===== src/sv/tgr_pkg.sv =====
// Shared types, screen constants and the 5x7 font table of the text glyph rasterizer.
// No dependencies; every other file of the block refers to it by scoped names.

package tgr_pkg;

    // Screen size in pixels.
    localparam int SCREEN_WIDTH  = 800;
    localparam int SCREEN_HEIGHT = 600;

    // Glyph geometry and printable range.
    localparam logic [7:0]  GLYPH_FIRST  = 8'd32;
    localparam logic [7:0]  GLYPH_LAST   = 8'd126;
    localparam logic [2:0]  GLYPH_COLS   = 3'd5;
    localparam logic [2:0]  GLYPH_ROWS   = 3'd7;
    localparam logic [2:0]  LAST_COL     = GLYPH_COLS - 3'd1;
    localparam logic [2:0]  LAST_ROW     = GLYPH_ROWS - 3'd1;
    localparam logic [11:0] CHAR_ADVANCE = 12'd6;
    localparam logic [12:0] GLYPH_SPAN   = 13'd5;

    // Configuration register indexes and reset values.
    localparam logic REG_FOREGROUND = 1'b0;
    localparam logic REG_BACKGROUND = 1'b1;
    localparam logic [31:0] FOREGROUND_RESET = 32'hFFFF_FFFF;
    localparam logic [31:0] BACKGROUND_RESET = 32'hFF22_2222;

    // One glyph job: the origin and 5 columns of 7 row bits, column c at [7c+6:7c].
    typedef struct packed {
        logic [9:0]  x;
        logic [9:0]  y;
        logic [34:0] glyph;
    } cmd_t;

    // Queue status seen by both sides.
    typedef struct packed {
        logic full;
        logic empty;
    } queue_stat_t;

    // Raw font bytes, column 0 in the top byte.
    function automatic logic [39:0] font_bytes(input logic [6:0] idx);
        logic [39:0] b;
        case (idx)
            7'd0:  b = 40'h0000000000;
            7'd1:  b = 40'h7f00000000;
            7'd2:  b = 40'h0300030000;
            7'd3:  b = 40'h7f147f147f;
            7'd4:  b = 40'h2a7f2a3e2a;
            7'd5:  b = 40'h6313086463;
            7'd6:  b = 40'h3649562050;
            7'd7:  b = 40'h0300000000;
            7'd8:  b = 40'h3e41000000;
            7'd9:  b = 40'h413e000000;
            7'd10: b = 40'h083e1c3e08;
            7'd11: b = 40'h08083e0808;
            7'd12: b = 40'h0050300000;
            7'd13: b = 40'h0808080808;
            7'd14: b = 40'h0060600000;
            7'd15: b = 40'h6018060100;
            7'd16: b = 40'h3e5149453e;
            7'd17: b = 40'h407f400000;
            7'd18: b = 40'h7249494946;
            7'd19: b = 40'h2141494d33;
            7'd20: b = 40'h1814127f10;
            7'd21: b = 40'h2f49494931;
            7'd22: b = 40'h3c4a494930;
            7'd23: b = 40'h0171090503;
            7'd24: b = 40'h3649494936;
            7'd25: b = 40'h064949291e;
            7'd26: b = 40'h0036360000;
            7'd27: b = 40'h0056360000;
            7'd28: b = 40'h0814224100;
            7'd29: b = 40'h1414141414;
            7'd30: b = 40'h0041221408;
            7'd31: b = 40'h0201510906;
            7'd32: b = 40'h324979413e;
            7'd33: b = 40'h7e1111117e;
            7'd34: b = 40'h7f49494936;
            7'd35: b = 40'h3e41414122;
            7'd36: b = 40'h7f4141221c;
            7'd37: b = 40'h7f49494941;
            7'd38: b = 40'h7f09090901;
            7'd39: b = 40'h3e4149497a;
            7'd40: b = 40'h7f0808087f;
            7'd41: b = 40'h00417f4100;
            7'd42: b = 40'h2040413f01;
            7'd43: b = 40'h7f08142241;
            7'd44: b = 40'h7f40404040;
            7'd45: b = 40'h7f020c027f;
            7'd46: b = 40'h7f0408107f;
            7'd47: b = 40'h3e4141413e;
            7'd48: b = 40'h7f09090906;
            7'd49: b = 40'h3e4151215e;
            7'd50: b = 40'h7f09192946;
            7'd51: b = 40'h2649494932;
            7'd52: b = 40'h01017f0101;
            7'd53: b = 40'h3f4040403f;
            7'd54: b = 40'h1f2040201f;
            7'd55: b = 40'h3f4038403f;
            7'd56: b = 40'h6314081463;
            7'd57: b = 40'h0708700807;
            7'd58: b = 40'h6151494543;
            7'd59: b = 40'h007f410000;
            7'd60: b = 40'h0106186000;
            7'd61: b = 40'h00417f0000;
            7'd62: b = 40'h0402010204;
            7'd63: b = 40'h4040404040;
            7'd64: b = 40'h0001020400;
            7'd65: b = 40'h2054545478;
            7'd66: b = 40'h7f48444438;
            7'd67: b = 40'h3844444420;
            7'd68: b = 40'h384444487f;
            7'd69: b = 40'h3854545418;
            7'd70: b = 40'h087e090102;
            7'd71: b = 40'h18a4a4a47c;
            7'd72: b = 40'h7f08040478;
            7'd73: b = 40'h00447d4000;
            7'd74: b = 40'h4080847d00;
            7'd75: b = 40'h7f10284400;
            7'd76: b = 40'h00417f4000;
            7'd77: b = 40'h7c0418047c;
            7'd78: b = 40'h7c08040478;
            7'd79: b = 40'h3844444438;
            7'd80: b = 40'hfc24242418;
            7'd81: b = 40'h18242424fc;
            7'd82: b = 40'h7c08040408;
            7'd83: b = 40'h4854545424;
            7'd84: b = 40'h043f444020;
            7'd85: b = 40'h3c4040207c;
            7'd86: b = 40'h1c2040201c;
            7'd87: b = 40'h3c4030403c;
            7'd88: b = 40'h4428102844;
            7'd89: b = 40'h1ca0a0a07c;
            7'd90: b = 40'h4464544c44;
            7'd91: b = 40'h0008364100;
            7'd92: b = 40'h00007f0000;
            7'd93: b = 40'h0041360800;
            7'd94: b = 40'h0804081008;
            default: b = 40'h0000000000;
        endcase
        return b;
    endfunction

    // Glyph bitmap of a printable code, bit 7 of each font byte dropped.
    function automatic logic [34:0] glyph_columns(input logic [7:0] code);
        logic [39:0] b;
        logic [34:0] g;
        b = font_bytes(7'(code - GLYPH_FIRST));
        g = '0;
        for (int c = 0; c < 5; c++) begin
            g[c*7 +: 7] = b[32 - 8*c +: 7];
        end
        return g;
    endfunction

endpackage


===== src/sv/tgr_queue.sv =====
// Two-entry job queue between the front and back ends of the text glyph rasterizer.
// Depends on tgr_pkg for the job type and status struct.

module tgr_queue (
    input  logic                 aclk,
    input  logic                 aresetn,
    input  logic                 push,
    input  tgr_pkg::cmd_t        push_cmd,
    input  logic                 pop,
    output tgr_pkg::cmd_t        head_cmd,
    output tgr_pkg::queue_stat_t stat
);

    tgr_pkg::cmd_t mem [0:1];
    logic       wr_ptr_reg, wr_ptr_next;
    logic       rd_ptr_reg, rd_ptr_next;
    logic [1:0] count_reg, count_next;
    logic       do_push, do_pop;

    assign stat.full  = (count_reg == 2'd2);
    assign stat.empty = (count_reg == 2'd0);
    assign do_push    = push && !stat.full;
    assign do_pop     = pop && !stat.empty;
    assign head_cmd   = mem[rd_ptr_reg];

    // Pointer and fill count update.
    always_comb begin
        wr_ptr_next = do_push ? !wr_ptr_reg : wr_ptr_reg;
        rd_ptr_next = do_pop ? !rd_ptr_reg : rd_ptr_reg;
        count_next  = count_reg + 2'(do_push) - 2'(do_pop);
    end

    always_ff @(posedge aclk) begin
        if (!aresetn) begin
            wr_ptr_reg <= 1'b0;
            rd_ptr_reg <= 1'b0;
            count_reg  <= 2'd0;
        end else begin
            wr_ptr_reg <= wr_ptr_next;
            rd_ptr_reg <= rd_ptr_next;
            count_reg  <= count_next;
        end
    end

    // Job storage.
    always_ff @(posedge aclk) begin
        if (do_push) begin
            mem[wr_ptr_reg] <= push_cmd;
        end
    end

endmodule


===== config.mk =====
export PLATFORM = sky130hd
export DESIGN_NAME = tgr_queue
export DESIGN_NICKNAME = d
export VERILOG_FILES = /design/src/sv/tgr_pkg.sv /design/src/sv/tgr_queue.sv
export SDC_FILE = /design/constraint.sdc
export NUM_CORES = 1
export LEC_CHECK = 0
export ABC_AREA = 0
export BUFFER_PORTS_ARGS = -buffer_cell sky130_fd_sc_hd__buf_2
export CAP_MARGIN = 30
export CELL_PAD_IN_SITES_DETAIL_PLACEMENT = 0
export CELL_PAD_IN_SITES_GLOBAL_PLACEMENT = 2
export CORE_AREA = 2 2 125 127
export CTS_CLUSTER_SIZE = 20
export DETAILED_ROUTE_END_ITERATION = 6
export DIE_AREA = 0 0 127 129
export MAX_ROUTING_LAYER = met4
export PLACE_DENSITY_LB_ADDON = 0.1
export SETUP_SLACK_MARGIN = 0.02
export SLEW_MARGIN = 30
export SYNTH_ARGS = -nofsm -noshare
export SYNTH_HDL_FRONTEND = slang
export SYNTH_SLANG_ARGS = --single-unit

===== constraint.sdc =====
create_clock -name aclk -period 3.4 [get_ports aclk]
set_clock_uncertainty 0.1 [all_clocks]
set_input_delay 0.51 -clock aclk [delete_from_list [all_inputs] [get_ports aclk]]
set_output_delay 0.51 -clock aclk [all_outputs]
set_load 0.005 [all_outputs]

==> results of run 1 <==
## routing by layer
| layer | wire length (um) | vias to the layer above |
|---|---|---|
| li1 | - | 1046 |
| met1 | 3669 | 1091 |
| met2 | 4070 | 77 |
| met3 | 509 | 11 |
| met4 | 142 | 0 |
| met5 | 0 | - |
## Yosys cell counts, drive strengths merged, types with 2 or more instances
cell / instances / area, um^2
and2: 2 / 12.51
buf: 6 / 111.4
dfxtp: 5 / 100.1
edfxtp: 110 / 3303
ha: 2 / 25.02
inv: 3 / 11.26
mux2: 55 / 807.0
nand2: 2 / 7.510
nand2b: 2 / 12.51
nor2: 5 / 18.77
## worst reg2reg max path: stages, from the launching register on
cell and delay [ps]:
dfxtp_1 360, nand2b_1 160, and3_2 700, buf_12 310
## final timing paths
path	to	cells after the start
setup / recovery	head_cmd[2]	3
hold / removal	mem[0][2]	1
setup reg to reg	mem[1][37]	3
hold reg to reg	wr_ptr_reg	2
## cell type report
type | count | area share
Antenna cell | 1 | 0.0004279
Inverter | 3 | 0.001926
Clock inverter | 14 | 0.03273
Timing Repair Buffer | 121 | 0.1083
Tap cell | 188 | 0.04022
Multi-Input combinational cell | 74 | 0.1605
Clock buffer | 18 | 0.07338
Sequential cell | 115 | 0.5826
## report_power, final
group          internal, mW  total [mW]  switching [mW]
registers              1.83        1.97           0.139
logic                 0.621        1.06           0.441
clock network          1.28        1.86           0.580
total                  3.73        4.89            1.16
## stage by stage
stage	worst slack, ps	hold WS (ps)
after global routing	708.3	166.6
after CTS	744.8	165.0
final	831.4	190.3
after detailed placement	1195	403.7
after floorplan	840.4	366.0
after global placement	1215	394.3
## cell families (layout without fill, tap and decap cells)
| kind of cell | after synthesis | after routing |
|---|---|---|
| other | 0 | 1 |
| DFF | 115 | 115 |
| AOI/OAI and AO/OA | 1 | 1 |
| and+or+nand+nor | 13 | 13 |
| xor gates and xnor gates | 2 | 2 |
| adders and majority gates | 2 | 2 |
| muxes | 56 | 56 |
| buffers and inverters | 9 | 156 |
==> results.yml, run 1 <==
status:
  outcome: "finished clean"
synth:
  synthArstFlopShare: 0
  synth_top_family_by_area: "multiplexers"
  syn-num-nets: 259
  synth-edff-count: 110
  synthMuxAreaShare: 0.1834
  synth_flop_cell: "edfxtp_1"
  synthAdderAreaFrac: 0.005616
  yosysWarnings: 0
  synthCells: 198
  synthXorXnorAreaFrac: 0.003931
  synth.distinct_cells: 18
  synthesis.area_um2: 4456
  postSynthAreaPerCell_um2: 22.50
  ys_seq_elements: 115
  synthSimpleGateAreaFrac: 0.01404
  synth_compound_area_frac: 0.001685
  ys_seq_area_frac: 0.7638
cells_and_area:
  drive_gt1_frac: 0.5942
  multi_input_area_um2: 938.4
  final_cell_area_um2: 5848
  area_growth_pct: 31.26
  finish.utilization: 0.3905
  largest_reg_flops: 110
  mostFrequentLayoutCell: "buf_2"
  fillers: 1430
  register_area_um2: 3407
  nNetsFinal: 393
  layout_common_cells: "buf_2, edfxtp_1, mux2_4"
  finalNonFillerCells: 534
critical_path:
  worstReg2RegStart: "count_reg[0]"
  criticalPathCategory: "flop to output port"
  critPathSlowestCell: "dfxtp_4"
  critPathBufInv: 2
  worst_ep_required_time_ps: 2790
  crit_fanout: 30
  ff2ff_setup_slack_ps: 1450
  critPathLaunchType: "flop"
  cp_data_arrival_time_ps: 1960
  cp_top_family: "flip-flops"
  worstPathCellList: "buf_4 -> mux2_2 -> buf_2"
  crit_path_end_kind: "output port"
  critPathMaxStageDelay_ps: 740
clocking:
  cts.path.max_buffers: 2
  path_clk_slew_ps: 50
  ctsResizeCount: 0
  cts_tree: "yes"
  cts_num_sinks: 115
  cts_root_buffer: "clkbuf_16"
  cts_buffers: 17
  worstSkewPairLatency_ps: 410
  postCtsSetupBuffers: 0
  hold_buffers: 0
  cts_max_level: 4
sta:
  tightest_slew_ps: 748.8
  setup_tns_ps: 0
  drv_slew: 0
  max_slew_margin: 0.5008
  min_period_ps: 2569
  finalHoldViolCount: 0
  max_freq_mhz: 389.3
  period_share: 0.7555
  rsz0062_at_grt: "no"
  setup_viol: 0
drt:
  dr_total_vias: 2225
  viasPerCell: 4.167
  detail-route-antenna-nets: 0
  wl_per_cell_um: 15.72
  drtPass1Iterations: 4
  routed_wl_mm: 8.392
  drc: 0
  drt_iter0_markers: 151
die:
  start_util: 0.2975
  fp.dieH_um: 129
  io_pins: 116
  die_x_um: 127
  core_um2: 14980
  die_area_um2: 16380
  num_rows: 45
placed_design:
  portBuffers: 115
  place.gp.congestion: 0.6264
  placed_cells: 501
  place_area_um2: 5225
  place_hpwl_mm: 5.438
flow_run:
  drv_cap: 0
hold_path:
  worstHoldStart: "push_cmd[2]"
  hold_class: "primary input to flop"
global_route:
  met2_usage: 0.1708
  grt_busiest_layer: "met2"
  gr-total-overflow: 0
  globalRouteTotalUtil: 0.1118
  use_met3: 0.04449
  grt_pass1_wl_mm: 12.67
  grt_max_degree: 33
  antenna_found_initial: 0
  grt_pass1_vias: 2434
  grtUsageMet1: 0.1249
power_and_ir_drop:
  p_per_area_nw_per_um2: 836.7
  p_leak_nw: 2.320
  worst_ir_drop_vdd_v: 0.0003437
  power_mw: 4.893
No activity file was read; power rests on OpenSTA's default activity.
==> inputs of run 2 (changes only) <==
--- a/config.mk
+++ b/config.mk
@@ -5,15 +5,15 @@
 export SDC_FILE = /design/constraint.sdc
 export NUM_CORES = 1
 export LEC_CHECK = 0
-export ABC_AREA = 0
+export ABC_AREA = 1
 export BUFFER_PORTS_ARGS = -buffer_cell sky130_fd_sc_hd__buf_2
 export CAP_MARGIN = 30
 export CELL_PAD_IN_SITES_DETAIL_PLACEMENT = 0
 export CELL_PAD_IN_SITES_GLOBAL_PLACEMENT = 2
-export CORE_AREA = 2 2 125 127
+export CORE_AREA = 2 2 126 128
 export CTS_CLUSTER_SIZE = 20
 export DETAILED_ROUTE_END_ITERATION = 6
-export DIE_AREA = 0 0 127 129
+export DIE_AREA = 0 0 128 130
 export MAX_ROUTING_LAYER = met4
 export PLACE_DENSITY_LB_ADDON = 0.1
 export SETUP_SLACK_MARGIN = 0.02
==> constraint.sdc (replaced) <==
create_clock -name aclk -period 2.1 [get_ports aclk]
set_clock_uncertainty 0.1 [all_clocks]
set_input_delay 0.315 -clock aclk [delete_from_list [all_inputs] [get_ports aclk]]
set_output_delay 0.315 -clock aclk [all_outputs]
set_load 0.005 [all_outputs]
==> run 2 against run 1 <==
Die area up 1.6%. First-iteration DRC count down 40%. Synthesized area is 0.31% higher. Highest routed layer unchanged.
==> results.yml, run 2 <==
status:
  outcome: "finished clean"
critical_path:
  cp_data_arrival_time_ps: 1540
  cp.depth: 3
  cp_top_family: "flip-flops"
  critPathMaxStageDelay_ps: 370
  criticalPathCategory: "flop to output port"
  critPathSlowestCell: "dfxtp_4"
  critPathBufInv: 2
  crit_fanout: 30
  reg2regPathDepth: 10
  crit_path_end_kind: "output port"
  worstPathCellList: "buf_12 -> mux2_2 -> buf_2"
  worst_ep_required_time_ps: 1680
  critPathLaunchType: "flop"
die:
  die_area_um2: 16640
  fp.dieH_um: 130
  start_util: 0.2897
  num_rows: 46
  die_x_um: 128
  io_pins: 116
  core_um2: 15420
synth:
  netlist.area_leader.share: 0.7391
  synthesis.area_um2: 4469
  syn-num-nets: 270
  synth.distinct_cells: 12
  yosysTopAreaCell: "edfxtp_1"
  ys_seq_area_frac: 0.7615
  synth_flop_cell: "edfxtp_1"
  yosysWarnings: 0
  synth_common_cells: "edfxtp_1, mux2_4, inv_1, nand2_1, nor2_1"
  ys_seq_elements: 115
  synth-edff-count: 110
  synthCells: 209
  synth.area.top_cells: "edfxtp_1, mux2_4, buf_12"
  postSynthAreaPerCell_um2: 21.38
  yosysMostFrequentCell: "edfxtp_1"
  synthArstFlopShare: 0
clocking:
  worstSkewPairLatency_ps: 400
  cts_max_level: 4
  ctsResizeCount: 0
  cts_buffers: 17
  path_clk_slew_ps: 50
  cts_num_sinks: 115
  cts_tree: "yes"
  cts_root_buffer: "clkbuf_16"
  cts.path.max_buffers: 2
drt:
  dr_total_vias: 2463
  routed_wl_mm: 8.359
  wl_per_cell_um: 13.86
  detail-route-antenna-nets: 0
  drt_iter0_markers: 90
  drtPass1Iterations: 4
  drc: 0
  viasPerCell: 4.085
placed_design:
  place.gp.congestion: 0.6855
  placed_cells: 517
  place_hpwl_mm: 5.385
  portBuffers: 115
power_and_ir_drop:
  power_mw: 7.291
  worst_ir_drop_vdd_v: 0.0004779
  p_leak_nw: 2.531
  p_per_area_nw_per_um2: 1146
cells_and_area:
  largest_reg_flops: 110
  mostFrequentLayoutCell: "buf_2"
  drive_gt1_frac: 0.5049
  nNetsFinal: 458
  layout_common_cells: "buf_2, edfxtp_1, dlygate4sd3_1"
  area_growth_pct: 42.39
  finalNonFillerCells: 603
sta:
  setup_viol: 0
  rsz0062_at_grt: "no"
  min_period_ps: 1952
  drv_slew: 0
  max_freq_mhz: 512.4
  finalHoldViolCount: 0
  period_share: 0.9293
  max_slew_margin: 0.7579
  tightest_slew_ps: 363.2
  setup_tns_ps: 0
global_route:
  gr-total-overflow: 0
  grt_max_degree: 31
  grt_pass1_wl_mm: 12.88
  grt_pass1_vias: 2533
  antenna_found_initial: 1
  globalRouteTotalUtil: 0.1086
hold_path:
  hold_class: "primary input to flop"
  min_path_cells: 1
flow_run:
  drv_cap: 0
## run 2: report_power, final
part | internal, mW | switching (mW) | total (mW)
Sequential | 2.92 | 0.0910 | 3.01
Clock | 1.59 | 0.939 | 2.53
Combinational | 0.976 | 0.776 | 1.75
## run 2: cells by family after synthesis
logic type,share of synthesized area
DFF,0.7615
muxes,0.1806
and+or+nand+nor,0.01764
buffers and inverters,0.03247
AOI/OAI and AO/OA,0.002240
adders and majority gates,0.005598
## run 2: per-stage QoR
step                area [um^2]  utilization  hold WS, ps  worst slack (ps)
floorplan                  4481            -        308.5             181.9
global placement           5304       0.3439        403.4             450.1
detailed placement         5304       0.3439        399.5             434.1
CTS                        6361       0.4124        3.045             115.7
global route               6364       0.4126        2.610             76.50
finish                     6364       0.4126        19.52             148.5
## run 2: repair_timing
| item | in CTS | in global routing |
|---|---|---|
| setup buffers | 0 | 0 |
| endpoints found under the hold margin | 106 | 0 |
| hold buffers | 53 | 0 |
## run 2: final cells by class
class / instances / area [um^2]
diodes: 1 / 2.502
well taps: 192 / 240.2
clock buffers: 19 / 432.9
flip-flops and latches: 115 / 3407
inverters: 9 / 37.54
fillers: 1445 / 9061
repair buffers: 175 / 1221
multi-input cells: 79 / 928.4
clock inverters: 13 / 93.84
## run 2: metal layers
metal / wire, um / track usage / part of all wire / vias to the layer above
met5: 0 / - / 0 / -
met3: 648 / 0.05617 / 0.078 / 14
met2: 3824 / 0.1579 / 0.46 / 88
met4: 121 / 0.04008 / 0.014 / 0
met1: 3765 / 0.1291 / 0.45 / 1182
li1: - / - / - / 1179
## run 2: final timing paths
path,start,endpoint,slack [ps]
setup / recovery,flop,head_cmd[3],150
hold / removal,push_cmd[23],mem[0][23],20
setup reg to reg,count_reg[0],count_reg[1],420
hold reg to reg,rd_ptr_reg,rd_ptr_reg,420
==> inputs of run 3 (changes only) <==
--- a/config.mk
+++ b/config.mk
@@ -5,17 +5,17 @@
 export SDC_FILE = /design/constraint.sdc
 export NUM_CORES = 1
 export LEC_CHECK = 0
-export ABC_AREA = 1
 export BUFFER_PORTS_ARGS = -buffer_cell sky130_fd_sc_hd__buf_2
 export CAP_MARGIN = 30
 export CELL_PAD_IN_SITES_DETAIL_PLACEMENT = 0
 export CELL_PAD_IN_SITES_GLOBAL_PLACEMENT = 2
-export CORE_AREA = 2 2 126 128
+export CORE_AREA = 2 2 125 127
 export CTS_CLUSTER_SIZE = 20
 export DETAILED_ROUTE_END_ITERATION = 6
-export DIE_AREA = 0 0 128 130
+export DIE_AREA = 0 0 127 129
+export GPL_TIMING_DRIVEN = 0
 export MAX_ROUTING_LAYER = met4
-export PLACE_DENSITY_LB_ADDON = 0.1
+export PLACE_DENSITY = 0.66
 export SETUP_SLACK_MARGIN = 0.02
 export SLEW_MARGIN = 30
 export SYNTH_ARGS = -nofsm -noshare
==> run 3 against run 2 <==
Sequential cell count did not move. Sequential power increased by 2%. Fmax rose by 0.55%. Clock power shrank 3%. Routed wire length fell by 7.4%. Combinational power up 20%. Non-clock buffer count rose by 3. Die area down 1.5%. Cell count down 2.5%. Utilization grew 1.5 points. Critical endpoint is now head_cmd[38].
==> results.yml, run 3 (synthesis gave the netlist of run 1 again) <==
status:
  outcome: "finished clean"
critical_path:
  cp_data_arrival_time_ps: 1530
  worstReg2RegStart: "count_reg[0]"
  r2r-end: "mem[0][13]"
  reg2regPathDepth: 4
  criticalPathCategory: "flop to output port"
  crit_path_end_kind: "output port"
  ff2ff_setup_slack_ps: 270
  crit_fanout: 10
  critPathLaunchType: "flop"
  crit_end: "head_cmd[38]"
  worst_ep_required_time_ps: 1680
cells_and_area:
  final_cell_area_um2: 6402
  register_area_um2: 3403
  mostFrequentLayoutCell: "buf_2"
  layout_common_cells: "buf_2, edfxtp_1, dlygate4sd3_1"
  drive_gt1_frac: 0.5075
  area_growth_pct: 43.70
  fillers: 1374
  multi_input_area_um2: 942.2
  largest_reg_flops: 110
  nNetsFinal: 450
  diodes: 0
  finalNonFillerCells: 588
placed_design:
  dp_slack_ps: 246.7
  place_area_um2: 5354
  place.gp.congestion: 0.6336
  placed_cells: 504
  place_hpwl_mm: 5.157
  portBuffers: 115
global_route:
  grt_max_degree: 30
  antenna_found_initial: 0
  gr-total-overflow: 0
  globalRouteTotalUtil: 0.1012
  grt_pass1_vias: 2417
  grt_pass1_wl_mm: 11.83
power_and_ir_drop:
  p_leak_nw: 2.536
  seqPwrFrac: 0.401
  p_int_mw: 5.787
  power_mw: 7.626
  p_per_area_nw_per_um2: 1191
  clockPowerShare: 0.323
  power_switching_mw: 1.839
  p_sw_frac: 0.2412
  combPwrFrac: 0.276
  worst_ir_drop_vdd_v: 0.0005144
flow_run:
  drv_cap: 0
die:
  io_pins: 116
  num_rows: 45
  die_area_um2: 16380
  start_util: 0.2975
  fp.dieH_um: 129
  die_x_um: 127
  core_um2: 14980
clocking:
  worstSkewPairLatency_ps: 400
  cts_num_sinks: 115
  ctsResizeCount: 0
  cts.path.max_buffers: 2
  cts_buffers: 17
  cts_root_buffer: "clkbuf_16"
  cts_max_level: 4
  path_clk_slew_ps: 50
  cts_tree: "yes"
drt:
  dr_total_vias: 2354
  detail-route-antenna-nets: 0
  viasPerCell: 4.003
  met3_length_um: 426
  drt_iter0_markers: 70
  met2_length_mm: 3.693
  drtPass1Iterations: 4
  drc: 0
  wl_met1_mm: 3.456
  top_layer_used: "met4"
  wl_per_cell_um: 13.16
  routed_wl_mm: 7.738
sta:
  tightest_slew_ps: 572.8
  max_freq_mhz: 515.2
  setup_tns_ps: 0
  fin_ws_ps: 159.1
  finalHoldViolCount: 0
  period_share: 0.9243
  max_slew_margin: 0.6172
  rsz0062_at_grt: "no"
  setup_viol: 0
  drv_slew: 0
  min_period_ps: 1941
hold_path:
  worstHoldStart: "push_cmd[44]"
  hold_class: "primary input to flop"
==> run 3: cell count changes in the layout (fill, tap and decap cells not counted), sizes merged, moves of 3 or more <==
cell      delta
inv          -5
clkinvlp     -3
clkinv       -3
clkbuf       +3
nand2        -7
nor2         -3
nand3        -3
==> run 3: critical path: stages, from the launching register on <==
cell,delay [ps]
dfxtp_1,320
buf_6,200
buf_12,170
mux2_4,300
buf_2,130
==> run 3: area by class of cell <==
type	count	area share
buffer	6	0.01739
multi-input combinational	74	0.1472
tap	188	0.03674
inverter	3	0.001759
clock inverter	8	0.009967
timing repair buffer	172	0.1860
sequential	115	0.5316
clock buffer	22	0.06938
==> run 3: through the flow <==
| stage | utilization | hold WS, ps |
|---|---|---|
| final | 0.4275 | 25.35 |
| after global routing | 0.4275 | 7.860 |
| after CTS | 0.4275 | 2.709 |
| after detailed placement | 0.3575 | 398.1 |
| after global placement | 0.3522 | 395.0 |
| after floorplan | - | 313.9 |
==> run 3: worst min-delay path by stage <==
stage,end,cells after the start
3_5_place_dp,rd_ptr_reg,2
4_1_cts,mem[1][44],1
5_1_grt,mem[1][44],1
2_1_floorplan,mem[0][0],0
3_3_place_gp,rd_ptr_reg,2
6_report,mem[1][44],1
==> run 3: power groups by stage <==
| stage | clock [mW] | combinational (mW) | sequential, mW |
|---|---|---|---|
| floorplan | 0 | 1.33 | 3.09 |
| global placement | 0 | 1.99 | 3.11 |
| detailed placement | 0 | 2.09 | 3.11 |
| CTS | 2.56 | 2.17 | 3.07 |
| global route | 2.66 | 2.30 | 3.09 |
| finish | 2.46 | 2.10 | 3.06 |
==> run 3: metal layers <==
metal	vias up	GRT usage
met2	72	0.1512
met3	12	0.03617
met1	1116	0.1163
met4	0	0.06399
met5	-	-
li1	1154	-
==> run 3: timing repair <==
item | 4_1_cts | 5_1_grt
buffers inserted | 0 | 0
endpoints found under the hold margin | 108 | 0
hold buffers | 54 | 0
