<file path="src/sv/tgr_pkg.sv">
// Shared types, screen constants and the 5x7 font table of the text glyph rasterizer.
// No dependencies; every other file of the block refers to it by scoped names.

package tgr_pkg;

    // Screen size in pixels.
    localparam int SCREEN_WIDTH  = 800;
    localparam int SCREEN_HEIGHT = 600;

    // Glyph geometry and printable range.
    localparam logic [7:0]  GLYPH_FIRST  = 8'd32;
    localparam logic [7:0]  GLYPH_LAST   = 8'd126;
    localparam logic [2:0]  GLYPH_COLS   = 3'd5;
    localparam logic [2:0]  GLYPH_ROWS   = 3'd7;
    localparam logic [2:0]  LAST_COL     = GLYPH_COLS - 3'd1;
    localparam logic [2:0]  LAST_ROW     = GLYPH_ROWS - 3'd1;
    localparam logic [11:0] CHAR_ADVANCE = 12'd6;
    localparam logic [12:0] GLYPH_SPAN   = 13'd5;

    // Configuration register indexes and reset values.
    localparam logic REG_FOREGROUND = 1'b0;
    localparam logic REG_BACKGROUND = 1'b1;
    localparam logic [31:0] FOREGROUND_RESET = 32'hFFFF_FFFF;
    localparam logic [31:0] BACKGROUND_RESET = 32'hFF22_2222;

    // One glyph job: the origin and 5 columns of 7 row bits, column c at [7c+6:7c].
    typedef struct packed {
        logic [9:0]  x;
        logic [9:0]  y;
        logic [34:0] glyph;
    } cmd_t;

    // Queue status seen by both sides.
    typedef struct packed {
        logic full;
        logic empty;
    } queue_stat_t;

    // Raw font bytes, column 0 in the top byte.
    function automatic logic [39:0] font_bytes(input logic [6:0] idx);
        logic [39:0] b;
        case (idx)
            7'd0:  b = 40'h0000000000;
            7'd1:  b = 40'h7f00000000;
            7'd2:  b = 40'h0300030000;
            7'd3:  b = 40'h7f147f147f;
            7'd4:  b = 40'h2a7f2a3e2a;
            7'd5:  b = 40'h6313086463;
            7'd6:  b = 40'h3649562050;
            7'd7:  b = 40'h0300000000;
            7'd8:  b = 40'h3e41000000;
            7'd9:  b = 40'h413e000000;
            7'd10: b = 40'h083e1c3e08;
            7'd11: b = 40'h08083e0808;
            7'd12: b = 40'h0050300000;
            7'd13: b = 40'h0808080808;
            7'd14: b = 40'h0060600000;
            7'd15: b = 40'h6018060100;
            7'd16: b = 40'h3e5149453e;
            7'd17: b = 40'h407f400000;
            7'd18: b = 40'h7249494946;
            7'd19: b = 40'h2141494d33;
            7'd20: b = 40'h1814127f10;
            7'd21: b = 40'h2f49494931;
            7'd22: b = 40'h3c4a494930;
            7'd23: b = 40'h0171090503;
            7'd24: b = 40'h3649494936;
            7'd25: b = 40'h064949291e;
            7'd26: b = 40'h0036360000;
            7'd27: b = 40'h0056360000;
            7'd28: b = 40'h0814224100;
            7'd29: b = 40'h1414141414;
            7'd30: b = 40'h0041221408;
            7'd31: b = 40'h0201510906;
            7'd32: b = 40'h324979413e;
            7'd33: b = 40'h7e1111117e;
            7'd34: b = 40'h7f49494936;
            7'd35: b = 40'h3e41414122;
            7'd36: b = 40'h7f4141221c;
            7'd37: b = 40'h7f49494941;
            7'd38: b = 40'h7f09090901;
            7'd39: b = 40'h3e4149497a;
            7'd40: b = 40'h7f0808087f;
            7'd41: b = 40'h00417f4100;
            7'd42: b = 40'h2040413f01;
            7'd43: b = 40'h7f08142241;
            7'd44: b = 40'h7f40404040;
            7'd45: b = 40'h7f020c027f;
            7'd46: b = 40'h7f0408107f;
            7'd47: b = 40'h3e4141413e;
            7'd48: b = 40'h7f09090906;
            7'd49: b = 40'h3e4151215e;
            7'd50: b = 40'h7f09192946;
            7'd51: b = 40'h2649494932;
            7'd52: b = 40'h01017f0101;
            7'd53: b = 40'h3f4040403f;
            7'd54: b = 40'h1f2040201f;
            7'd55: b = 40'h3f4038403f;
            7'd56: b = 40'h6314081463;
            7'd57: b = 40'h0708700807;
            7'd58: b = 40'h6151494543;
            7'd59: b = 40'h007f410000;
            7'd60: b = 40'h0106186000;
            7'd61: b = 40'h00417f0000;
            7'd62: b = 40'h0402010204;
            7'd63: b = 40'h4040404040;
            7'd64: b = 40'h0001020400;
            7'd65: b = 40'h2054545478;
            7'd66: b = 40'h7f48444438;
            7'd67: b = 40'h3844444420;
            7'd68: b = 40'h384444487f;
            7'd69: b = 40'h3854545418;
            7'd70: b = 40'h087e090102;
            7'd71: b = 40'h18a4a4a47c;
            7'd72: b = 40'h7f08040478;
            7'd73: b = 40'h00447d4000;
            7'd74: b = 40'h4080847d00;
            7'd75: b = 40'h7f10284400;
            7'd76: b = 40'h00417f4000;
            7'd77: b = 40'h7c0418047c;
            7'd78: b = 40'h7c08040478;
            7'd79: b = 40'h3844444438;
            7'd80: b = 40'hfc24242418;
            7'd81: b = 40'h18242424fc;
            7'd82: b = 40'h7c08040408;
            7'd83: b = 40'h4854545424;
            7'd84: b = 40'h043f444020;
            7'd85: b = 40'h3c4040207c;
            7'd86: b = 40'h1c2040201c;
            7'd87: b = 40'h3c4030403c;
            7'd88: b = 40'h4428102844;
            7'd89: b = 40'h1ca0a0a07c;
            7'd90: b = 40'h4464544c44;
            7'd91: b = 40'h0008364100;
            7'd92: b = 40'h00007f0000;
            7'd93: b = 40'h0041360800;
            7'd94: b = 40'h0804081008;
            default: b = 40'h0000000000;
        endcase
        return b;
    endfunction

    // Glyph bitmap of a printable code, bit 7 of each font byte dropped.
    function automatic logic [34:0] glyph_columns(input logic [7:0] code);
        logic [39:0] b;
        logic [34:0] g;
        b = font_bytes(7'(code - GLYPH_FIRST));
        g = '0;
        for (int c = 0; c < 5; c++) begin
            g[c*7 +: 7] = b[32 - 8*c +: 7];
        end
        return g;
    endfunction

endpackage

</file>
<file path="src/sv/tgr_back.sv">
// Back end of the text glyph rasterizer: holds the colors and walks one glyph job
// pixel by pixel into the output register. Depends on tgr_pkg.

module tgr_back (
    input  logic                 aclk,
    input  logic                 aresetn,
    input  logic                 cfg_wr_en,
    input  logic                 cfg_index,
    input  logic [31:0]          cfg_wr_data,
    input  tgr_pkg::queue_stat_t q_stat,
    input  tgr_pkg::cmd_t        head_cmd,
    output logic                 pop,
    output logic                 m_valid,
    input  logic                 m_ready,
    output logic [9:0]           m_pixel_x,
    output logic [9:0]           m_pixel_y,
    output logic [31:0]          m_pixel_color,
    output logic                 m_last_pixel
);

    logic [31:0] fg_reg, bg_reg;
    logic        busy_reg;
    logic [9:0]  x_reg, y_reg;
    logic [34:0] glyph_reg;
    logic [2:0]  col_reg, row_reg;
    logic        m_valid_reg;
    logic [9:0]  px_reg, py_reg;
    logic [31:0] color_reg;
    logic        last_reg;

    logic        step;
    logic        load;
    logic [9:0]  y_cur;
    logic [5:0]  bit_idx;
    logic        row_last;
    logic        pix_last;

    // Configuration registers.
    always_ff @(posedge aclk) begin
        if (!aresetn) begin
            fg_reg <= tgr_pkg::FOREGROUND_RESET;
            bg_reg <= tgr_pkg::BACKGROUND_RESET;
        end else if (cfg_wr_en) begin
            if (cfg_index == tgr_pkg::REG_FOREGROUND) begin
                fg_reg <= cfg_wr_data;
            end else begin
                bg_reg <= cfg_wr_data;
            end
        end
    end

    // A pixel is produced when the output register is free or being drained.
    assign step = busy_reg && (!m_valid_reg || m_ready);
    assign load = !busy_reg && !q_stat.empty;
    assign pop  = load;

    // Current pixel: rows below the screen end the glyph early.
    assign y_cur    = y_reg + 10'(row_reg);
    assign bit_idx  = 6'(col_reg) * 6'd7 + 6'(row_reg);
    assign row_last = (row_reg == tgr_pkg::LAST_ROW)
                   || (11'(y_cur) + 11'd1 >= 11'(tgr_pkg::SCREEN_HEIGHT));
    assign pix_last = (col_reg == tgr_pkg::LAST_COL) && row_last;

    // Job walker, columns inner and rows outer.
    always_ff @(posedge aclk) begin
        if (!aresetn) begin
            busy_reg <= 1'b0;
            col_reg  <= '0;
            row_reg  <= '0;
        end else if (load) begin
            busy_reg <= 1'b1;
            col_reg  <= '0;
            row_reg  <= '0;
        end else if (step) begin
            if (pix_last) begin
                busy_reg <= 1'b0;
            end else if (col_reg == tgr_pkg::LAST_COL) begin
                col_reg <= '0;
                row_reg <= row_reg + 3'd1;
            end else begin
                col_reg <= col_reg + 3'd1;
            end
        end
    end

    // Job payload.
    always_ff @(posedge aclk) begin
        if (load) begin
            x_reg     <= head_cmd.x;
            y_reg     <= head_cmd.y;
            glyph_reg <= head_cmd.glyph;
        end
    end

    // Output register.
    always_ff @(posedge aclk) begin
        if (!aresetn) begin
            m_valid_reg <= 1'b0;
        end else if (step) begin
            m_valid_reg <= 1'b1;
        end else if (m_ready) begin
            m_valid_reg <= 1'b0;
        end
    end

    always_ff @(posedge aclk) begin
        if (step) begin
            px_reg    <= x_reg + 10'(col_reg);
            py_reg    <= y_cur;
            color_reg <= glyph_reg[bit_idx] ? fg_reg : bg_reg;
            last_reg  <= pix_last;
        end
    end

    assign m_valid       = m_valid_reg;
    assign m_pixel_x     = px_reg;
    assign m_pixel_y     = py_reg;
    assign m_pixel_color = color_reg;
    assign m_last_pixel  = last_reg;

`ifndef ASSERT_OFF
    // The walker never leaves the 5x7 cell.
    assert property (@(posedge aclk) disable iff (!aresetn)
        busy_reg |-> (col_reg <= tgr_pkg::LAST_COL) && (row_reg <= tgr_pkg::LAST_ROW))
        else $error("glyph walker outside 5x7 cell");

    // The final pixel of a job frees the walker.
    assert property (@(posedge aclk) disable iff (!aresetn)
        (step && pix_last) |=> !busy_reg)
        else $error("walker still busy after final pixel");

    // Every emitted pixel lies on the screen vertically.
    assert property (@(posedge aclk) disable iff (!aresetn)
        step |-> (11'(y_cur) < 11'(tgr_pkg::SCREEN_HEIGHT)))
        else $error("clipped row emitted");

    // A new job is taken only while the walker is idle, and its load starts at the first pixel.
    assert property (@(posedge aclk) disable iff (!aresetn)
        load |=> busy_reg && (col_reg == 3'd0) && (row_reg == 3'd0))
        else $error("job load did not start at the first pixel");
`endif

endmodule

</file>
<file path="config.mk">
export PLATFORM = sky130hd
export DESIGN_NAME = tgr_back
export DESIGN_NICKNAME = d
export VERILOG_FILES = /design/src/sv/tgr_pkg.sv /design/src/sv/tgr_back.sv
export SDC_FILE = /design/constraint.sdc
export NUM_CORES = 1
export LEC_CHECK = 0
export BUFFER_PORTS_ARGS = -buffer_cell sky130_fd_sc_hd__buf_4
export CELL_PAD_IN_SITES_DETAIL_PLACEMENT = 0
export CELL_PAD_IN_SITES_GLOBAL_PLACEMENT = 1
export CORE_MARGIN = 2
export CORE_UTILIZATION = 44
export CTS_CLUSTER_DIAMETER = 50
export CTS_CLUSTER_SIZE = 10
export DETAILED_ROUTE_END_ITERATION = 10
export GPL_TIMING_DRIVEN = 0
export PLACE_DENSITY_LB_ADDON = 0.08
export RECOVER_POWER = 100
export SYNTH_ARGS = -nofsm -noshare
export SYNTH_HDL_FRONTEND = slang
export SYNTH_SLANG_ARGS = --single-unit
export TNS_END_PERCENT = 5
</file>
<file path="constraint.sdc">
create_clock -name aclk -period 4.5 [get_ports aclk]
set_input_delay 0.45 -clock aclk [delete_from_list [all_inputs] [get_ports aclk]]
set_output_delay 0.45 -clock aclk [all_outputs]
set_load 0.1 [all_outputs]
</file>
==> results.md, run 1 <==
* Outcome: finished, violations left
* Violated checks: max-capacitance violations, max-slew violations
* Rel. slew slack at -29.4%
* Die area at 18300 um2
* Crit path max fanout at 10
* Residual DRC count at 0
* Setup_tns at 0 ns
* Synth Instances at 608
* Power Dens Cells at 426 nW/um2
* EDFF count, synth at 108
* P&R area growth vs syn at 21.5%
* Routed Antenna Nets at 0
* GRT overflow at 0
* Post-synthesis sequential area ratio at 61.9%
* Max reg flops at 35
* Netlist Area Pre-Place at 7570 um2
* Vias in the first global route at 4997
* Final Hold Fails at 0
* Drt wl/cell at 16.3 um
* Final net count at 894
* Cts bufs inserted at 17
* Initial Util at 45.3%
* Pwr Total at 3.92 mW
* Gr usage total at 18.5%
* Clock root buffer: clkbuf_16
* Netlist cell types at 48
* Post-synth top flop: edfxtp_1
* Max-slew violations at 121
* Max cap viols at 3
* Gpl congestion at 0.777
* Largest net degree at the start of global routing at 61
* Vias/cell at 5.08
* Min cycle time layout at 4.14 ns
* F_max at 241 MHz
* # port buffers at 147
* Drt pass-1 iters at 4
* Rows at 47
* Final worst-path cycle share at 92.0%
* I/O pins at 149
* CTS clk-pin slew, worst paths at 0.07 ns
* Hold Crit Class: in -> reg
* Clock Tree Buf Depth at 2
* Critical path launch point type: flop
* Total Wirelength at 16.4 mm
* Flops & latches, synth at 180
* Final antenna diode count at 0
* Ys async rst share at 0%
* Iteration-0 DRC Markers at 329
* CTS tree: done
* Critical path class: reg -> reg
* Leak at 3.60 nW
* Clk Latency, worst-skew pair at 0.43 ns
* Ratio of cells with drive above 1 in the final layout at 18.1%
* Clk_skew at 0.0129 ns
* Worst Path Required at 4.67 ns
* Sink Count at 180
* Final core utilization at 55.1%
* Core ar. at 16700 um2
* CTS HTree Levels at 4
* Vias at 5125
* HPWL after DPL at 11.5 mm
* Fin Hold WS at 0.217 ns
* Post-synthesis net count at 727
* YS warnings at 0
* Unrepaired setup endpoints after global routing: false
* Design area at 9200 um2
* Slew @ Worst Pin at 1.94 ns
* Area after DPL at 8980 um2
* VDD IR-drop max at 310 uV
* Initial antenna violation count at 0
* Synthesized area per cell at 12.4 um2
* Die W at 135 um
* Final setup fails at 0
* CP Data Arrival Time at 4.31 ns
* Worst setup EP type: flop
* Global-route wire length before repair at 25.6 mm
* Die H at 135 um
-- routing by layer --
layer | share of wire [%] | vias up | global-route usage, % | wire, um
li1 | - | 2477 | - | -
met1 | 39 | 2488 | 20.8 | 6370
met2 | 53 | 141 | 33.5 | 8730
met3 | 6.2 | 19 | 5.09 | 1020
met4 | 2.0 | 0 | 6.94 | 323
met5 | 0 | - | 0 | 0
-- layout make-up --
cell class                 instances  area (um2)
fill                            1492        7510
sequential                       180        4680
multi-input combinational        378        2580
timing repair buffer             148         893
clock buffer                      19         443
tap                              220         275
buffer                            28         131
clock inverter                    13         100
inverter                          22        82.6
-- path summary, 6_finish.rpt --
kind	from	endpoint	slack (ns)	cells after the start
setup reg to reg	col_reg[2]$_SDFFE_PP0P_	m_pixel_color[18]$_DFFE_PP_	0.36	10
hold / removal	head_cmd[8]	glyph_reg[8]$_DFFE_PP_	0.22	1
hold reg to reg	bg_reg[0]$_SDFFE_PN0P_	bg_reg[0]$_SDFFE_PN0P_	0.47	2
setup / recovery	col_reg[2]$_SDFFE_PP0P_	m_pixel_color[18]$_DFFE_PP_	0.36	10
-- synth_stat cells, types with 2 or more instances --
cell	number	area share [%]
edfxtp_1	108	43
nor2_1	10	0.50
mux2_1	5	0.74
buf_2	2	0.13
a211oi_1	2	0.20
inv_1	22	1.1
mux2_2	2	0.30
a21boi_0	19	1.9
fa_1	6	1.6
mux2i_1	4	0.53
o21a_1	5	0.50
o21ai_1	3	0.20
dfxtp_1	72	19
nand4_1	2	0.17
or3_1	2	0.17
mux2_4	27	5.4
buf_6	3	0.45
nand3b_1	2	0.20
o21ai_0	8	0.53
nand2b_1	3	0.25
clkbuf_1	23	1.1
xor2_1	6	0.69
nor3_1	4	0.26
xnor2_1	13	1.5
and2_1	2	0.17
a21o_1	2	0.20
mux4_2	8	2.4
nand2_1	137	6.8
nand3_1	52	3.4
and3_1	2	0.17
ha_1	19	3.1
a21oi_1	6	0.40
nor2b_1	7	0.58
o211ai_1	4	0.40
o2111ai_1	3	0.35
-- stage by stage --
| step | cells | worst slack [ns] |
|---|---|---|
| after CTS | 1008 | 0.120 |
| after floorplan | 608 | 0.796 |
| after global routing | 1008 | 0.126 |
| after global placement | 975 | 0.139 |
| after detailed placement | 976 | 0.144 |
| final | 1008 | 0.359 |
-- what timing repair did --
action / CTS / global route
gates resized for setup: 0 / 1
buffers inserted: 0 / 0
hold buffers: 0 / 0
setup endpoints to repair: 0 / 23
-- logic make-up (layout without fill, tap and decap cells) --
family,count (synthesis),in the layout,share of synthesized area (%)
multiplexers,46,46,9.31
AO/OA/AOI/OAI,61,61,5.92
adder cells (fa/ha/maj),25,25,4.73
AND/OR/NAND/NOR,227,227,13.1
buffers and inverters,50,230,2.81
XOR/XNOR,19,19,2.20
flip-flops,180,180,61.9
-- cell usage in the layout, fill, tap and decap left out, types with 10 or more instances in the layout --
cell type    n
a21boi_0    19
buf_4       35
clkbuf_1    81
clkbuf_16   17
clkbuf_4    55
dfxtp_1     72
edfxtp_1   108
ha_1        19
inv_1       22
mux2_1      28
nand2_1    137
nand3_1     52
nor2_1      10
o21ai_0     10
xnor2_1     13
-- critical path: stages (launching register included) --
cell and delay, ns:
dfxtp_1 0.55, fa_1 0.48, inv_1 0.08, fa_1 0.46
fa_1 0.49, xor2_2 0.38, mux2_2 0.39, o21ai_0 0.21
o221ai_2 0.26, buf_6 0.23, mux2_1 0.33
-- power breakdown --
part | total, mW | switching (mW) | leakage (nW) | internal [mW]
clock network | 1.37 | 0.642 | 0.264 | 0.729
logic | 0.634 | 0.458 | 1.73 | 0.176
registers | 1.92 | 0.0418 | 1.61 | 1.87
(Power assumes the default switching activity.)
==> inputs of run 2 (changes only) <==
ABC_AREA = 1   (was unset)
CORE_UTILIZATION = 42   (was 44)
==> results.md, run 2 <==
* Outcome: finished, violations left (unchanged)
* Violated checks: max-capacitance violations, max-slew violations (unchanged)
* Post-synthesis sequential area ratio at 61.8% (was 61.9%)
* F_max at 258 MHz (was 241 MHz)
* GR Util met1 at 23.9% (was 20.8%)
* Core ar. at 17800 um2 (was 16700 um2)
* # port buffers at 147 (unchanged)
* Final setup fails at 0 (unchanged)
* Min cycle time layout at 3.88 ns (was 4.14 ns)
* Fin Hold WS at 0.206 ns (was 0.217 ns)
* Ys async rst share at 0% (unchanged)
* R2R depth at 13 (was 10)
* CTS resizes at 0 (unchanged)
* Gr usage total at 17.7% (was 18.5%)
* Flop2flop setup slack at 0.62 ns (was 0.36 ns)
* Sink Count at 180 (unchanged)
* P_sw at 1.30 mW (was 1.14 mW)
* Setup ws final at 0.617 ns (was 0.359 ns)
* Post-Synth XOR/XNOR Area at 1.72% (was 2.20%)
* Largest cells by area after synthesis: edfxtp_1, dfxtp_1, nand2_1 (unchanged)
* Initial Util at 42.5% (was 45.3%)
* Synth Area in Compound Gates at 4.04% (was 5.92%)
* Grt met3 use at 4.75% (was 5.09%)
* Synth area leader: edfxtp_1 (unchanged)
* Initial antenna violation count at 0 (unchanged)
* Max-slew violations at 21 (was 121)
* Most common cell after layout, fill and taps aside: nand2_1 (unchanged)
* Flops & latches, synth at 180 (unchanged)
* Iteration-0 DRC Markers at 322 (was 329)
* Pint at 2.85 mW (was 2.78 mW)
* Rows at 49 (was 47)
* Combinational power share at 18.5% (was 16.2%)
* Netlist cell types at 35 (was 48)
* HPWL after DPL at 11.9 mm (was 11.5 mm)
* Clock root buffer: clkbuf_16 (unchanged)
* Unrepaired setup endpoints after global routing: false (unchanged)
* Power Dens Cells at 446 nW/um2 (was 426 nW/um2)
* Hold Crit Endpoint: glyph_reg[20]$_DFFE_PP_ (was glyph_reg[8]$_DFFE_PP_)
* Yosys top cell area share at 42.8% (was 42.9%)
* Die W at 138 um (was 135 um)
* Pwr Total at 4.15 mW (was 3.92 mW)
* Multiplexer share of the synthesized area at 0% (was 9.31%)
* Clock Tree Buf Depth at 2 (unchanged)
* Dpl ws at 0.878 ns (was 0.144 ns)
* Leading cell types in the layout, fill and taps excluded: nand2_1, edfxtp_1, nand3_1, clkbuf_1, dfxtp_1 (was nand2_1, edfxtp_1, clkbuf_1, dfxtp_1, clkbuf_4)
* YS warnings at 0 (unchanged)
* Register area at 4680 um2 (unchanged)
* CTS clk-pin slew, worst paths at 0.07 ns (about the same)
* DP Cell Count at 1137 (was 976)
* Slew @ Worst Pin at 1.90 ns (was 1.94 ns)
* Drt wl/cell at 14.3 um (was 16.3 um)
* Critical path's slowest cell: dfxtp_1 (unchanged)
* Post-synth top flop: edfxtp_1 (unchanged)
* Drt pass-1 iters at 4 (unchanged)
* VDD IR-drop max at 281 uV (was 310 uV)
* Final antenna diode count at 0 (unchanged)
* Residual DRC count at 0 (unchanged)
* GR met2 Demand/Resource at 28.0% (was 33.5%)
* Worst Path Required at 4.68 ns (was 4.67 ns)
* GRT overflow at 0 (unchanged)
* Clk_skew at 0.0129 ns (about the same)
* Max cap viols at 2 (was 3)
* Critical path class: reg -> reg (unchanged)
* Vias/cell at 4.81 (was 5.08)
* CTS Hold Bufs at 0 (unchanged)
* Reg power frac at 46.6% (was 48.9%)
* Worst R2R Start: col_reg[2]$_SDFFE_PP0P_ (unchanged)
* CTS tree: done (unchanged)
* I/O pins at 149 (unchanged)
* Die H at 138 um (was 135 um)
* Max reg flops at 35 (unchanged)
* GR peak layer: met2 (unchanged)
* Crit-path cells: fa_1 -> inv_1 -> fa_1 -> fa_1 -> or2_0 -> a21oi_1 -> nor2_1 -> xor2_1 -> a31o_1 -> nand2_1 -> buf_6 -> nand2_1 -> nand2_1 (was fa_1 -> inv_1 -> fa_1 -> fa_1 -> xor2_2 -> mux2_2 -> o21ai_0 -> o221ai_2 -> buf_6 -> mux2_1)
* Vias in the first global route at 5576 (was 4997)
* Top-count cell post-synth: nand2_1 (unchanged)
* Gpl congestion at 0.792 (was 0.777)
* Total Wirelength at 16.7 mm (was 16.4 mm)
* Crit path max fanout at 10 (unchanged)
* Global-route wire length before repair at 27.1 mm (was 25.6 mm)
* Vias at 5627 (was 5125)
* Post-Synth Simple-Gate Area at 22.5% (was 13.1%)
* Rel. slew slack at -27.0% (was -29.4%)
* Worst setup EP type: flop (unchanged)
* Critical path launch point type: flop (unchanged)
* CP Data Arrival Time at 4.07 ns (was 4.31 ns)
* Adder-Cell Fraction of Synth Area at 4.72% (was 4.73%)
* EDFF count, synth at 108 (unchanged)
* Hold path depth at 1 (unchanged)
* Routed Antenna Nets at 0 (unchanged)
* Ratio of cells with drive above 1 in the final layout at 15.3% (was 18.1%)
* Post-synthesis net count at 878 (was 727)
* Clock power frac at 34.9% (was 35.0%)
* Max incr delay on CP at 0.55 ns (about the same)
* Commonest cells post-synth: nand2_1, edfxtp_1, nand3_1 (was nand2_1, edfxtp_1, dfxtp_1)
* Filler cell count at 1694 (was 1492)
* Fin cells at 1169 (was 1008)
* Synth Instances at 759 (was 608)
* Setup_tns at 0 ns (unchanged)
* Leak at 4.05 nW (was 3.60 nW)
* Hold Crit Class: in -> reg (unchanged)
* Final worst-path cycle share at 86.3% (was 92.0%)
* Cts bufs inserted at 17 (unchanged)
* R2R Path End: m_pixel_color[22]$_DFFE_PP_ (was m_pixel_color[18]$_DFFE_PP_)
* Netlist Area Pre-Place at 7580 um2 (was 7570 um2)
* P&R area growth vs syn at 22.6% (was 21.5%)
* Final net count at 1046 (was 894)
* Setup Buffers After CTS at 0 (unchanged)
* Die area at 19200 um2 (was 18300 um2)
* Largest net degree at the start of global routing at 38 (was 61)
* Synthesized area per cell at 9.99 um2 (was 12.4 um2)
* CTS HTree Levels at 4 (unchanged)
* Critical hold path startpoint: head_cmd[20] (was head_cmd[8])
* Switching share of power at 31.3% (was 29.1%)
* Final Hold Fails at 0 (unchanged)
* Area of the multi-input gates at 2450 um2 (was 2580 um2)
* Clk Latency, worst-skew pair at 0.44 ns (was 0.43 ns)
* Largest family of logic cells by synthesized area: simple AND/OR/NAND/NOR gates (unchanged)
run 2: changes by cell type after synthesis, moves of 19 or more:
cell | before | now
mux2_4 | 27 | 0
nor2_1 | 10 | 54
nand2_1 | 137 | 213
inv_1 | 22 | 51
nand3_1 | 52 | 102
a21boi_0 | 19 | 0
run 2: cell type report:
type	instances	share of cell area, %
Timing Repair Buffer	149	9.78
Inverter	57	2.35
Sequential cell	180	50.4
Tap cell	229	3.08
Clock buffer	17	4.57
Buffer	32	1.91
Multi-Input combinational cell	490	26.3
Clock inverter	15	1.57
run 2: power by group through the flow:
stage | logic (mW) | clock network, mW | registers, mW
2_1_floorplan | 0.276 | 0 | 2.28
3_3_place_gp | 0.808 | 0 | 1.97
3_5_place_dp | 0.822 | 0 | 1.97
4_1_cts | 0.824 | 1.47 | 1.94
5_1_grt | 0.829 | 1.55 | 1.95
6_report | 0.766 | 1.45 | 1.93
run 2: how the worst max path moves through the flow:
stage | from | endpoint | slack (ns) | cells after the start
after CTS | col_reg[2]$_SDFFE_PP0P_ | m_pixel_color[2]$_DFFE_PP_ | 0.86 | 12
after global placement | col_reg[2]$_SDFFE_PP0P_ | m_pixel_color[1]$_DFFE_PP_ | 0.90 | 13
after floorplan | col_reg[2]$_SDFFE_PP0P_ | m_pixel_color[1]$_DFFE_PP_ | 1.21 | 13
final | col_reg[2]$_SDFFE_PP0P_ | m_pixel_color[22]$_DFFE_PP_ | 0.62 | 13
after global routing | col_reg[2]$_SDFFE_PP0P_ | m_pixel_color[9]$_DFFE_PP_ | 0.35 | 13
after detailed placement | col_reg[2]$_SDFFE_PP0P_ | m_pixel_color[22]$_DFFE_PP_ | 0.88 | 13
run 2: logic make-up (layout without fill, tap and decap cells):
kind of cell,count (synthesis),count (layout)
buf+inv,89,270
simple gates,396,396
fa+ha+maj,25,25
compound gates,55,55
xor+xnor,14,14
flops,180,180
run 2: critical path: cells and delay by family, from the launching register on:
family / cells / cell delay [ns]
xor+xnor: 1 / 0.28
flops: 1 / 0.55
fa+ha+maj: 3 / 1.39
simple gates: 5 / 0.67
buf+inv: 2 / 0.29
compound gates: 2 / 0.45
run 2: per-stage QoR:
step | cell area, um2 | utilization (%)
5_1_grt | 9300 | 52.1
6_report | 9300 | 52.1
2_1_floorplan | 7590 | -
3_5_place_dp | 9020 | 50.6
4_1_cts | 9590 | 53.8
3_3_place_gp | 8980 | 50.3
run 2: metal layers:
layer | part of all wire (%) | vias up
li1 | - | 2847
met1 | 46 | 2613
met2 | 47 | 154
met3 | 6.1 | 13
met4 | 1.2 | 0
met5 | 0 | -
